## src/hw/rtl/line_pixel_rasterizer_defines.svh

```systemverilog
// Assertion helpers for the line rasterizer.
`ifndef LINE_PIXEL_RASTERIZER_DEFINES_SVH
`define LINE_PIXEL_RASTERIZER_DEFINES_SVH

`ifndef SYNTHESIS
`define LPR_ASSERT_IMP(label, clk, rst_n, ante, cons, msg) \
	label: assert property (@(posedge clk) disable iff (!rst_n) (ante) |-> (cons)) \
		else $error(msg);
`define LPR_ASSERT_NEXT(label, clk, rst_n, ante, cons, msg) \
	label: assert property (@(posedge clk) disable iff (!rst_n) (ante) |=> (cons)) \
		else $error(msg);
`else
`define LPR_ASSERT_IMP(label, clk, rst_n, ante, cons, msg)
`define LPR_ASSERT_NEXT(label, clk, rst_n, ante, cons, msg)
`endif

`endif

```

## src/hw/rtl/lpr_pkg.sv

```systemverilog
`default_nettype none

package lpr_pkg;

	typedef enum logic {
		REQ_START = 1'b0,
		REQ_STEP  = 1'b1
	} lpr_req_t;

	// controller -> datapath
	typedef struct packed {
		logic load;
		logic step;
	} lpr_cmd_t;

	// datapath -> controller
	typedef struct packed {
		logic last;
	} lpr_status_t;

endpackage

`default_nettype wire

```

## src/hw/rtl/lpr_ctrl.sv

```systemverilog
`default_nettype none

module lpr_ctrl (
	input  logic                clk,
	input  logic                arst_n,
	input  logic                in_valid,
	input  logic                req_type,
	input  logic                out_stall,
	input  lpr_pkg::lpr_status_t status,
	output logic                in_stall,
	output logic                out_valid,
	output logic                line_active,
	output lpr_pkg::lpr_cmd_t   cmd
);
	import lpr_pkg::*;

	typedef enum logic {
		ST_IDLE,
		ST_ACTIVE
	} state_t;

	state_t state_q;
	logic   out_valid_q;
	logic   accept;

	// output register full and not drained this cycle
	assign in_stall    = out_valid_q && out_stall;
	assign accept      = in_valid && !in_stall;
	assign out_valid   = out_valid_q;
	assign line_active = (state_q == ST_ACTIVE);

	always_comb begin
		cmd.load = accept && (req_type == REQ_START);
		cmd.step = accept && (req_type == REQ_STEP) && (state_q == ST_ACTIVE);
	end

	always_ff @(posedge clk or negedge arst_n) begin
		if (!arst_n) begin
			state_q     <= ST_IDLE;
			out_valid_q <= 1'b0;
		end else begin
			case (state_q)
				ST_IDLE: begin
					if (cmd.load) state_q <= ST_ACTIVE;
				end
				ST_ACTIVE: begin
					if (cmd.load) state_q <= ST_ACTIVE;
					else if (cmd.step && status.last) state_q <= ST_IDLE;
				end
				default: state_q <= ST_IDLE;
			endcase

			if (cmd.step) out_valid_q <= 1'b1;
			else if (!out_stall) out_valid_q <= 1'b0;
		end
	end

endmodule

`default_nettype wire

```

## src/hw/rtl/lpr_datapath.sv

```systemverilog
`default_nettype none

module lpr_datapath #(
	parameter int unsigned ROW_SHIFT = 10
) (
	input  logic                 clk,
	input  logic                 arst_n,
	input  lpr_pkg::lpr_cmd_t    cmd,
	output lpr_pkg::lpr_status_t status,
	input  logic                 cfg_valid,
	input  logic [31:0]          cfg_data,
	input  logic [8:0]           x_start,
	input  logic [7:0]           y_start,
	input  logic [8:0]           x_end,
	input  logic [7:0]           y_end,
	input  logic [15:0]          colour,
	output logic [8:0]           pixel_x,
	output logic [7:0]           pixel_y,
	output logic [31:0]          pixel_address,
	output logic [15:0]          pixel_colour,
	output logic                 last_pixel
);
	import lpr_pkg::*;

	logic [31:0] frame_base_q;

	// line state
	logic               steep_q;
	logic [8:0]         major_pos_q;
	logic [8:0]         major_end_q;
	logic [8:0]         minor_q;
	logic [8:0]         dmaj_q;
	logic signed [9:0]  dmin_q;
	logic signed [10:0] rem_q;
	logic [15:0]        colour_q;

	// output register
	logic [8:0]  pixel_x_q;
	logic [7:0]  pixel_y_q;
	logic [31:0] pixel_address_q;
	logic [15:0] pixel_colour_q;
	logic        last_pixel_q;

	// start decode
	logic [8:0]        adx;
	logic [7:0]        ady;
	logic              steep;
	logic [8:0]        a0, a1, n0, n1;
	logic              swap;
	logic [8:0]        ma0, ma1, mi0, mi1;
	logic signed [9:0] dmin;

	// step
	logic               last;
	logic [8:0]         px;
	logic [7:0]         py;
	logic [31:0]        addr;
	logic signed [10:0] rem_sum;
	logic signed [10:0] dmaj_ext;
	logic signed [10:0] rem_n;
	logic [8:0]         minor_n;

	always_comb begin
		adx   = (x_end > x_start) ? (x_end - x_start) : (x_start - x_end);
		ady   = (y_end > y_start) ? (y_end - y_start) : (y_start - y_end);
		steep = ({1'b0, ady} > adx);
		a0    = steep ? {1'b0, y_start} : x_start;
		a1    = steep ? {1'b0, y_end}   : x_end;
		n0    = steep ? x_start : {1'b0, y_start};
		n1    = steep ? x_end   : {1'b0, y_end};
		swap  = (a0 > a1);
		ma0   = swap ? a1 : a0;
		ma1   = swap ? a0 : a1;
		mi0   = swap ? n1 : n0;
		mi1   = swap ? n0 : n1;
		dmin  = $signed({1'b0, mi1}) - $signed({1'b0, mi0});
	end

	always_comb begin
		last = (major_pos_q >= major_end_q);
		px   = steep_q ? minor_q : major_pos_q;
		py   = steep_q ? major_pos_q[7:0] : minor_q[7:0];
		addr = frame_base_q + ({24'b0, py} << ROW_SHIFT) + {22'b0, px, 1'b0};

		// remainder of offset*dmin/dmaj stays in [0, dmaj); |dmin| <= dmaj
		dmaj_ext = $signed({2'b00, dmaj_q});
		rem_sum  = rem_q + {dmin_q[9], dmin_q};
		rem_n    = rem_sum;
		minor_n  = minor_q;
		if (rem_sum < 0) begin
			rem_n   = rem_sum + dmaj_ext;
			minor_n = minor_q - 9'd1;
		end else if (rem_sum >= dmaj_ext) begin
			rem_n   = rem_sum - dmaj_ext;
			minor_n = minor_q + 9'd1;
		end
	end

	assign status.last = last;

	always_ff @(posedge clk or negedge arst_n) begin
		if (!arst_n) begin
			frame_base_q <= 32'd0;
		end else if (cfg_valid) begin
			frame_base_q <= cfg_data;
		end
	end

	always_ff @(posedge clk) begin
		if (cmd.load) begin
			steep_q     <= steep;
			major_pos_q <= ma0;
			major_end_q <= ma1;
			minor_q     <= mi0;
			dmaj_q      <= ma1 - ma0;
			dmin_q      <= dmin;
			rem_q       <= '0;
			colour_q    <= colour;
		end else if (cmd.step) begin
			major_pos_q <= major_pos_q + 9'd1;
			minor_q     <= minor_n;
			rem_q       <= rem_n;
		end

		if (cmd.step) begin
			pixel_x_q       <= px;
			pixel_y_q       <= py;
			pixel_address_q <= addr;
			pixel_colour_q  <= colour_q;
			last_pixel_q    <= last;
		end
	end

	assign pixel_x       = pixel_x_q;
	assign pixel_y       = pixel_y_q;
	assign pixel_address = pixel_address_q;
	assign pixel_colour  = pixel_colour_q;
	assign last_pixel    = last_pixel_q;

endmodule

`default_nettype wire

```

## src/hw/rtl/line_pixel_rasterizer.sv

```systemverilog
// A step beat's pixel is registered when the beat is accepted and appears on the output in the cycle after.
// One beat per cycle while in_stall is low; the datapath handles each start or step beat as it is accepted.
// Input stalls only while the pixel output register is full and held by out_stall.
// Reset clears the line (idle), the output valid and frame_base to zero.
`default_nettype none

`include "line_pixel_rasterizer_defines.svh"

module line_pixel_rasterizer #(
	parameter int unsigned ROW_SHIFT = 10
) (
	input  logic        clk,
	input  logic        arst_n,
	input  logic        cfg_valid,
	output logic        cfg_ready,
	input  logic [31:0] cfg_data,
	input  logic        in_valid,
	output logic        in_stall,
	input  logic        req_type,
	input  logic [8:0]  x_start,
	input  logic [7:0]  y_start,
	input  logic [8:0]  x_end,
	input  logic [7:0]  y_end,
	input  logic [15:0] colour,
	output logic        out_valid,
	input  logic        out_stall,
	output logic [8:0]  pixel_x,
	output logic [7:0]  pixel_y,
	output logic [31:0] pixel_address,
	output logic [15:0] pixel_colour,
	output logic        last_pixel
);
	import lpr_pkg::*;

	lpr_cmd_t    cmd;
	lpr_status_t status;
	logic        line_active;

	assign cfg_ready = 1'b1;

	lpr_ctrl u_ctrl (
		.clk         (clk),
		.arst_n      (arst_n),
		.in_valid    (in_valid),
		.req_type    (req_type),
		.out_stall   (out_stall),
		.status      (status),
		.in_stall    (in_stall),
		.out_valid   (out_valid),
		.line_active (line_active),
		.cmd         (cmd)
	);

	lpr_datapath #(
		.ROW_SHIFT (ROW_SHIFT)
	) u_datapath (
		.clk           (clk),
		.arst_n        (arst_n),
		.cmd           (cmd),
		.status        (status),
		.cfg_valid     (cfg_valid && cfg_ready),
		.cfg_data      (cfg_data),
		.x_start       (x_start),
		.y_start       (y_start),
		.x_end         (x_end),
		.y_end         (y_end),
		.colour        (colour),
		.pixel_x       (pixel_x),
		.pixel_y       (pixel_y),
		.pixel_address (pixel_address),
		.pixel_colour  (pixel_colour),
		.last_pixel    (last_pixel)
	);

	// a start beat never produces a pixel
	`LPR_ASSERT_NEXT(a_start_no_pixel, clk, arst_n, in_valid && !in_stall && (req_type == REQ_START), !out_valid, "start beat produced a pixel")
	// once the last pixel leaves, the line is over
	`LPR_ASSERT_NEXT(a_last_ends_line, clk, arst_n, out_valid && last_pixel && !out_stall, !out_valid, "pixel after end of line")
	`LPR_ASSERT_IMP(a_last_idle, clk, arst_n, out_valid && last_pixel, !line_active || !$stable(line_active) || !out_stall, "line still active after last pixel")
	`LPR_ASSERT_IMP(a_stall_src, clk, arst_n, in_stall, out_valid && out_stall, "input stalled with output free")

endmodule

`default_nettype wire

```

## config.mk

```make
export PLATFORM = sky130hd
export DESIGN_NAME = line_pixel_rasterizer
export DESIGN_NICKNAME = d
export VERILOG_FILES = /design/src/hw/rtl/lpr_pkg.sv /design/src/hw/rtl/lpr_ctrl.sv /design/src/hw/rtl/lpr_datapath.sv /design/src/hw/rtl/line_pixel_rasterizer.sv
export VERILOG_INCLUDE_DIRS = /design/src /design/src/hw/rtl
export SDC_FILE = /design/constraint.sdc
export NUM_CORES = 1
export LEC_CHECK = 0
export CORE_AREA = 2 2 137 192
export DETAILED_ROUTE_END_ITERATION = 12
export DIE_AREA = 0 0 139 194
export DONT_BUFFER_PORTS = 1
export GPL_ROUTABILITY_DRIVEN = 0
export REMOVE_ABC_BUFFERS = 1
export SLEW_MARGIN = 0
export SYNTH_ARGS = -nofsm -noshare
export SYNTH_HDL_FRONTEND = slang
export SYNTH_SLANG_ARGS = --single-unit
```

## constraint.sdc

```tcl
create_clock -name clk -period 9.58 [get_ports clk]
set_input_delay 2.395 -clock clk [delete_from_list [all_inputs] [get_ports clk]]
set_output_delay 2.395 -clock clk [all_outputs]
set_load 0.01 [all_outputs]
```

## Word level (Yosys, flattened, before mapping)

Index checks and enable logic that the tools add are counted.

| word-level totals | value |
|---|---|
| flip-flop bits (word level) | 174 |
| latch bits | 0 |
| memory bits (writable) | 0 |
| memory bits (read-only) | 0 |
| bits of input ports | 88 |
| output and inout port bits | 69 |
| word-level logic and storage cells | 76 |
| memories | 0 |

| cells by class | value |
|---|---|
| add/subtract/negate cells | 14 |
| $mul | 0 |
| divide/modulo/power cells | 0 |
| order comparisons | 7 |
| eq/ne operators | 1 |
| shift-type cells | 0 |
| muxes and demuxes | 26 |
| bitwise gates (word level) | 2 |
| reduce and logical (&&, ||, !) cells | 10 |

Operator list:

| cell | number |
|---|---|
| $mux W9 | 16 |
| $add A32 B10 Y32 | 1 |
| $add A32 B18 Y32 | 1 |
| $sub A9 B9 Y9 | 3 |
| $mux W11 | 2 |
| $add A9 B1 Y9 const B | 2 |
| $gt A9 B9 Y1 | 2 |
| $mux W8 | 2 |
| $sub A8 B8 Y8 | 2 |
| $add A11 B10 Y11 | 1 |
| $add A11 B11 Y11 | 1 |
| $ge A11 B10 Y1 | 1 |
| $lt A11 B1 Y1 const B | 1 |
| $sub A11 B10 Y11 | 1 |
| $sub A9 B9 Y10 | 1 |
| $ge A9 B9 Y1 | 1 |
| $gt A8 B9 Y1 | 1 |
| $sub A9 B1 Y9 const B | 1 |
| $gt A8 B8 Y1 | 1 |
| $logic_and A1 B1 Y1 | 6 |
| $mux W1 | 5 |
| $reduce_bool A3 Y1 | 1 |
| $ne A2 B1 Y1 const B | 1 |
| $not A1 Y1 | 2 |
| other kinds (4) | 4 |

## Longest topological paths before layout

| depth | value |
|---|---|
| depth after elaboration | 9 |
| gate-level depth with buffers | 49 |
| gate-level depth less buffers | 45 |

## By module

A second synthesis with hierarchy kept.

| unflattened totals | value |
|---|---|
| cell total of the unflattened synthesis | 1,288 |
| area total of the unflattened synthesis | 12,723.5 µm² |

By module, submodules not included:

| module | instances | cells each | area each (µm²) | sequential area each (µm²) |
|---|---|---|---|---|
| lpr_datapath | 1 | 1,275 | 12,604.6 | 4,894.7 |
| lpr_ctrl | 1 | 11 | 107.6 | 50.0 |
| line_pixel_rasterizer | 1 | 2 | 11.3 | 0.0 |

## Worst setup path after synthesis

No wires, ideal clock.

| path | value |
|---|---|
| path type | in2reg |
| from | input port y_start[2] |
| to | register u_datapath.dmin_q[8], data pin |
| setup time | 0.258 ns |
| arrival | 10.689 ns |
| data required time | 9.322 ns |
| slack | -1.367 ns |
| cell stages on the path | 44 |
| path buffers | 6 |
| path through | clkbuf_1 -> inv_1 -> ha_1 -> a21o_1 -> a21o_1 -> a21o_1 -> a21o_1 -> a21o_1 -> a21oi_1 -> nor2_1 -> clkbuf_1 -> mux2i_1 -> a21boi_0 -> xnor2_1 -> ha_1 -> a21o_1 -> a211oi_1 -> o21ai_0 -> [... 8 more ...] -> maj3_1 -> and3_1 -> or4_4 -> a31oi_4 -> nor2_2 -> clkbuf_1 -> clkbuf_1 -> a211oi_1 -> a31oi_1 -> ha_1 -> nor2b_1 -> o21ai_0 -> nand2b_1 -> a21o_1 -> a21o_1 -> a21o_1 -> a21oi_1 -> xnor2_1 |

| on the way | value |
|---|---|
| longest elaborated chain between the ends | 7 |
| elaborated cells on any way between the ends | 13 |
| those cells by class | add/sub: 3; order compare: 3; mux: 7 |

RTL lines:

| item | RTL line | text |
|---|---|---|
| from (decl) | line_pixel_rasterizer.sv:21 | `input logic [7:0] y_start,` |
| $sub A8 B8 Y8 or $gt A8 B8 Y1 (tied branches) | lpr_datapath.sv:65 | `ady = (y_end > y_start) ? (y_end - y_start) : (y_start - y_end);` |
| $mux W8 | lpr_datapath.sv:65 |  |
| $gt A8 B9 Y1 | lpr_datapath.sv:66 | `steep = ({1'b0, ady} > adx);` |
| $mux W9 (on tied branches) | lpr_datapath.sv:67, lpr_datapath.sv:68 |  |
| $gt A9 B9 Y1 | lpr_datapath.sv:71 | `swap = (a0 > a1);` |
| $mux W9 (on tied branches) | lpr_datapath.sv:75, lpr_datapath.sv:74 |  |
| $sub A9 B9 Y10 (*) | lpr_datapath.sv:76 | `dmin = $signed({1'b0, mi1}) - $signed({1'b0, mi0});` |
| net u_datapath.dmin[8] | lpr_datapath.sv:51 | `logic signed [9:0] dmin;` |
| to (signal assigned) | lpr_datapath.sv:116 | `dmin_q <= dmin;` |
| to (decl) | lpr_datapath.sv:33 | `logic signed [9:0] dmin_q;` |

The timed path passes the listed nets; every way through them passes the cells marked *.
A chain may end at the register's enable or synchronous reset.

## Final worst setup path

| path | value |
|---|---|
| from | input port y_end[0] |
| to | register u_datapath.dmin_q[9], data pin |

| on the way | value |
|---|---|
| longest elaborated chain between the ends | 7 |
| elaborated cells on any way between the ends | 13 |
| those cells by class | add/sub: 3; order compare: 3; mux: 7 |

RTL lines:

| item | RTL line | text |
|---|---|---|
| from (decl) | line_pixel_rasterizer.sv:23 | `input logic [7:0] y_end,` |
| $sub A8 B8 Y8 or $gt A8 B8 Y1 (tied branches) | lpr_datapath.sv:65 |  |
| $mux W8 | lpr_datapath.sv:65 |  |
| $gt A8 B9 Y1 | lpr_datapath.sv:66 |  |
| $mux W9 (on tied branches) | lpr_datapath.sv:67, lpr_datapath.sv:68 |  |
| $gt A9 B9 Y1 | lpr_datapath.sv:71 |  |
| $mux W9 (on tied branches) | lpr_datapath.sv:75, lpr_datapath.sv:74 |  |
| $sub A9 B9 Y10 (*) | lpr_datapath.sv:76 |  |
| net u_datapath.dmin[9] | lpr_datapath.sv:51 |  |

Marked as above.

==> flow_metrics.tcl <==
set metrics [dict create \
    syn_area_mm2 0.01248 \
    rows 69 \
    cp.required_ns 9.88 \
    initial_core_util_pct 49.52 \
    num_io_pins 157 \
    maxCapViolCount 0 \
    drv_slew 0 \
    firstDrtPassIters 5 \
    wirelength_um 34150 \
    synth_fa_ha_area_share_pct 14.19 \
    ctsHoldBuffers 0 \
    muxShareOfSynthArea_pct 6.214 \
    clock-sinks 174 \
    power.leakage_nw 6.482 \
    grt_pass1_vias 10190 \
    critPathSlowestCell "or4_4" \
    synth-simple-area-share_pct 11.17 \
    die_w_um 139 \
    setup_ws_ns -0.007907 \
    setup_viol 1 \
    regArea_mm2 0.004945 \
    remaining_drc_errors 0 \
    yosys_warnings 0 \
    tightestPinTransition_ns 0.9006 \
    cp_max_fo 6 \
    critical_path_class "input pin to flop" \
    rsz0062_at_grt "true" \
    die-height_um 194 \
    syn_avg_cell_area_um2 9.822 \
    core_area_mm2 0.02521 \
    hpwl_um 26500 \
    status "finished, violations left" \
    yosys-top-cells-area "edfxtp_1 31%, ha_1 12%, dfrtp_1 6.8%, xnor2_1 4.4%, mux2_2 4.3%" \
    cts_tree "yes" \
    num-fill-cells 2175 \
    power.density_mw_per_mm2 404.3 \
    root_buffer "clkbuf_16" \
    synthCells 1271 \
    hold_viol 0 \
    grt_max_degree 68 \
    synth_top_area_share_pct 31.03 \
    synth_compound_area_share_pct 17.21 \
    synth.distinct_cells 79 \
    synthFlopType "edfxtp_1" \
    synth_edf_count 129 \
    irDropWorstVdd_uv 267.4 \
    cts_buffers 17 \
    worst_hold_slack_ns 0.4161 \
    slowest_delay_ns 0.43 \
    area_growth_pct 20.07 \
    slew_headroom_pct 39.31 \
    clk_latency_ns 0.43 \
    synth-xor-area-share_pct 6.315 \
    grt.total_usage_pct 25.25 \
    drive_gt1_share_pct 22.66 \
    utilization_pct 59.46 \
    die_area_mm2 0.02697 \
    ys_async_sr_fraction_pct 19.54 \
    route.vias.total 10040 \
    vias_per_cell 5.726 \
    cp-start-kind "input pin" \
    failed_checks "setup timing" \
    wire_per_inst_um 19.48 \
    arrival_ns 9.89 \
    htreeDepth 4 \
    grt_overflow 0 \
    clockBufferDepth 2 \
    drtIter0Drc 578 \
    endpoint_kind "flop" \
    nets 1639 \
    yosys_register_bits 174 \
    skew_ns 0.008799 \
    grt_pass1_wl_um 53760 \
    yosysSeqAreaShare_pct 39.61 \
    cts.reportedPaths.clkPinSlew_ns 0.07 \
    finalCritPeriodShare_pct 100.1 \
    antenna_found_initial 0 \
    layout_min_cycle_time_ns 9.588 \
    drtAntennaViolNets 0 \
    cpMostUsedCell "a21o_1" \
    multi_input_area_mm2 0.007147 \
    yosys.area.top_type "edfxtp_1" \
    insertedDiodeCount 0 \
    synth_top_family_by_area "compound AO/OA/AOI/OAI gates" \
    clock.fmax_mhz 104.3 \
    port-buffer-count 0 \
    place_ws_ns -1.251 \
    hold_class "flop to flop" \
]
registers in the layout, indices dropped and copies added (netlist names):
| signal | count |
|---|---|
| u_ctrl.line_active | 1 |
| u_ctrl.out_valid | 1 |
| u_datapath.colour_q | 16 |
| u_datapath.dmaj_q | 9 |
| u_datapath.dmin_q | 10 |
| u_datapath.frame_base_q | 32 |
| u_datapath.last_pixel | 1 |
| u_datapath.major_end_q | 9 |
| u_datapath.major_pos_q | 9 |
| u_datapath.minor_q | 9 |
| u_datapath.pixel_address | 32 |
| u_datapath.pixel_colour | 16 |
| u_datapath.pixel_x | 9 |
| u_datapath.pixel_y | 8 |
| u_datapath.rem_q | 11 |
| u_datapath.steep_q | 1 |
power breakdown:
| part | switching [mW] | total (mW) | leakage (nW) | internal [mW] |
|---|---|---|---|---|
| registers | 0.126 | 1.26 | 1.69 | 1.13 |
| clock network | 0.310 | 0.676 | 0.271 | 0.366 |
| logic | 2.18 | 4.13 | 4.52 | 1.95 |
| total | 2.61 | 6.06 | 6.48 | 3.44 |
worst max-delay path, delay by kind of cell:
family | cells | cell delay, ns
adder cells (fa/ha/maj) | 6 | 1.52
AND/OR/NAND/NOR | 11 | 1.50
XOR/XNOR | 1 | 0.14
buffers and inverters | 5 | 0.52
AO/OA/AOI/OAI | 22 | 3.80
cell families (layout without fill, tap and decap cells):
kind of cell               Yosys count  in the layout
AOI/OAI and AO/OA                  324            324
xor gates and xnor gates            90             90
adders and majority gates          137            137
buffers and inverters              167            330
DFF                                174            174
muxes                               71             71
other                                1              1
and+or+nand+nor                    307            307
synth_stat cells, types with 3 or more instances:
cell type / n
mux2_2: 48
or2_2: 3
o31ai_1: 4
dfrtp_1: 34
a21oi_1: 86
buf_1: 8
and4_1: 3
nor3_1: 15
a211o_1: 4
nand2_1: 99
and2_1: 4
o211ai_1: 17
nor4_1: 3
nor2_1: 96
a21boi_0: 5
nor2b_1: 14
ha_1: 120
xnor2_1: 62
edfxtp_1: 129
o21a_1: 6
a211oi_1: 17
buf_4: 4
maj3_1: 7
nand4_1: 8
mux2i_1: 22
o221ai_1: 8
buf_2: 6
xor2_1: 28
and3_1: 9
dfxtp_1: 11
o21bai_1: 13
a31oi_1: 10
a22oi_1: 5
nand2b_1: 11
o21ai_0: 60
clkbuf_1: 32
inv_1: 115
fa_1: 10
a221oi_1: 3
a21o_1: 39
o21ai_1: 12
nand3_1: 33
layout make-up:
cell class                      count  share of cell area (%)
Sequential cell                   174                   32.99
Inverter                          116                   3.114
Multi-Input combinational cell    930                   47.68
Timing Repair Buffer              182                   9.675
Tap cell                          319                   2.663
Clock buffer                       17                   2.838
Clock inverter                     15                   1.035
layout by cell type, fill, tap and decap left out, drive strengths merged, types with 6 or more instances in the layout:
master  synthesis  routed
a31oi          11      11
ha            120     120
a211oi         18      18
mux2i          22      22
nand3          33      33
nand2          99      99
dfxtp          11      11
edfxtp        129     129
o21ai          72      72
fa             10      10
nor2b          14      14
o21a            6       6
nor3           15      15
xnor2          62      62
o221ai          9       9
xor2           28      28
nand2b         11      11
o211ai         17      17
nand4           8       8
inv           116     121
nor2           97      97
a22oi           6       6
a21boi          7       7
buf            19     182
and3            9       9
mux2           49      49
dfrtp          34      34
maj3            7       7
a21o           39      39
a21oi          86      86
clkbuf         32      17
o21bai         13      13
timing repair:
| action | in CTS | in global routing |
|---|---|---|
| buffers inserted | 25 | 8 |
| endpoints found under the setup margin | 12 | 12 |
| pin swaps | 43 | 32 |
| gates cloned | 1 | 0 |
| resized for setup | 48 | 39 |
| endpoints found under the hold margin | 0 | 0 |
metrics by stage:
| stage | setup TNS, ns | power [mW] | instances | cell area, µm² |
|---|---|---|---|---|
| after floorplan | -56.87 | 3.801 | 1220 | 12260 |
| after global placement | -9.452 | 4.960 | 1687 | 13790 |
| after detailed placement | -13.73 | 5.018 | 1687 | 13790 |
| after CTS | 0 | 5.935 | 1745 | 14740 |
| after global routing | -1.544 | 6.573 | 1753 | 14990 |
| final | -0.007907 | 6.059 | 1753 | 14990 |
layer usage:
layer	wire length (µm)	track usage, %	vias to the layer above
li1	-	-	4857
met1	12600	27.23	4752
met2	18400	47.56	337
met3	1582	4.248	91
met4	1567	11.90	0
met5	0	0	-
worst paths after layout:
kind | from | end | slack [ns] | cells past startpoint
max | y_end[0] | u_datapath.dmin_q[9]$_DFFE_PP_ | -0.008 | 45
min | u_datapath.colour_q[12]$_DFFE_PP_ | u_datapath.pixel_colour[12]$_DFFE_PP_ | 0.42 | 0
max reg2reg | u_datapath.dmin_q[0]$_DFFE_PP_ | u_datapath.minor_q[8]$_DFFE_PP_ | 4.30 | 24
min reg2reg | u_datapath.colour_q[12]$_DFFE_PP_ | u_datapath.pixel_colour[12]$_DFFE_PP_ | 0.42 | 0
max in group asynchronous | arst_n | u_datapath.frame_base_q[9]$_DFFE_PN0P_ | 7.85 | 0
min in group asynchronous | arst_n | u_datapath.frame_base_q[26]$_DFFE_PN0P_ | 1.65 | 0
No activity file was read; power rests on OpenSTA's default activity.
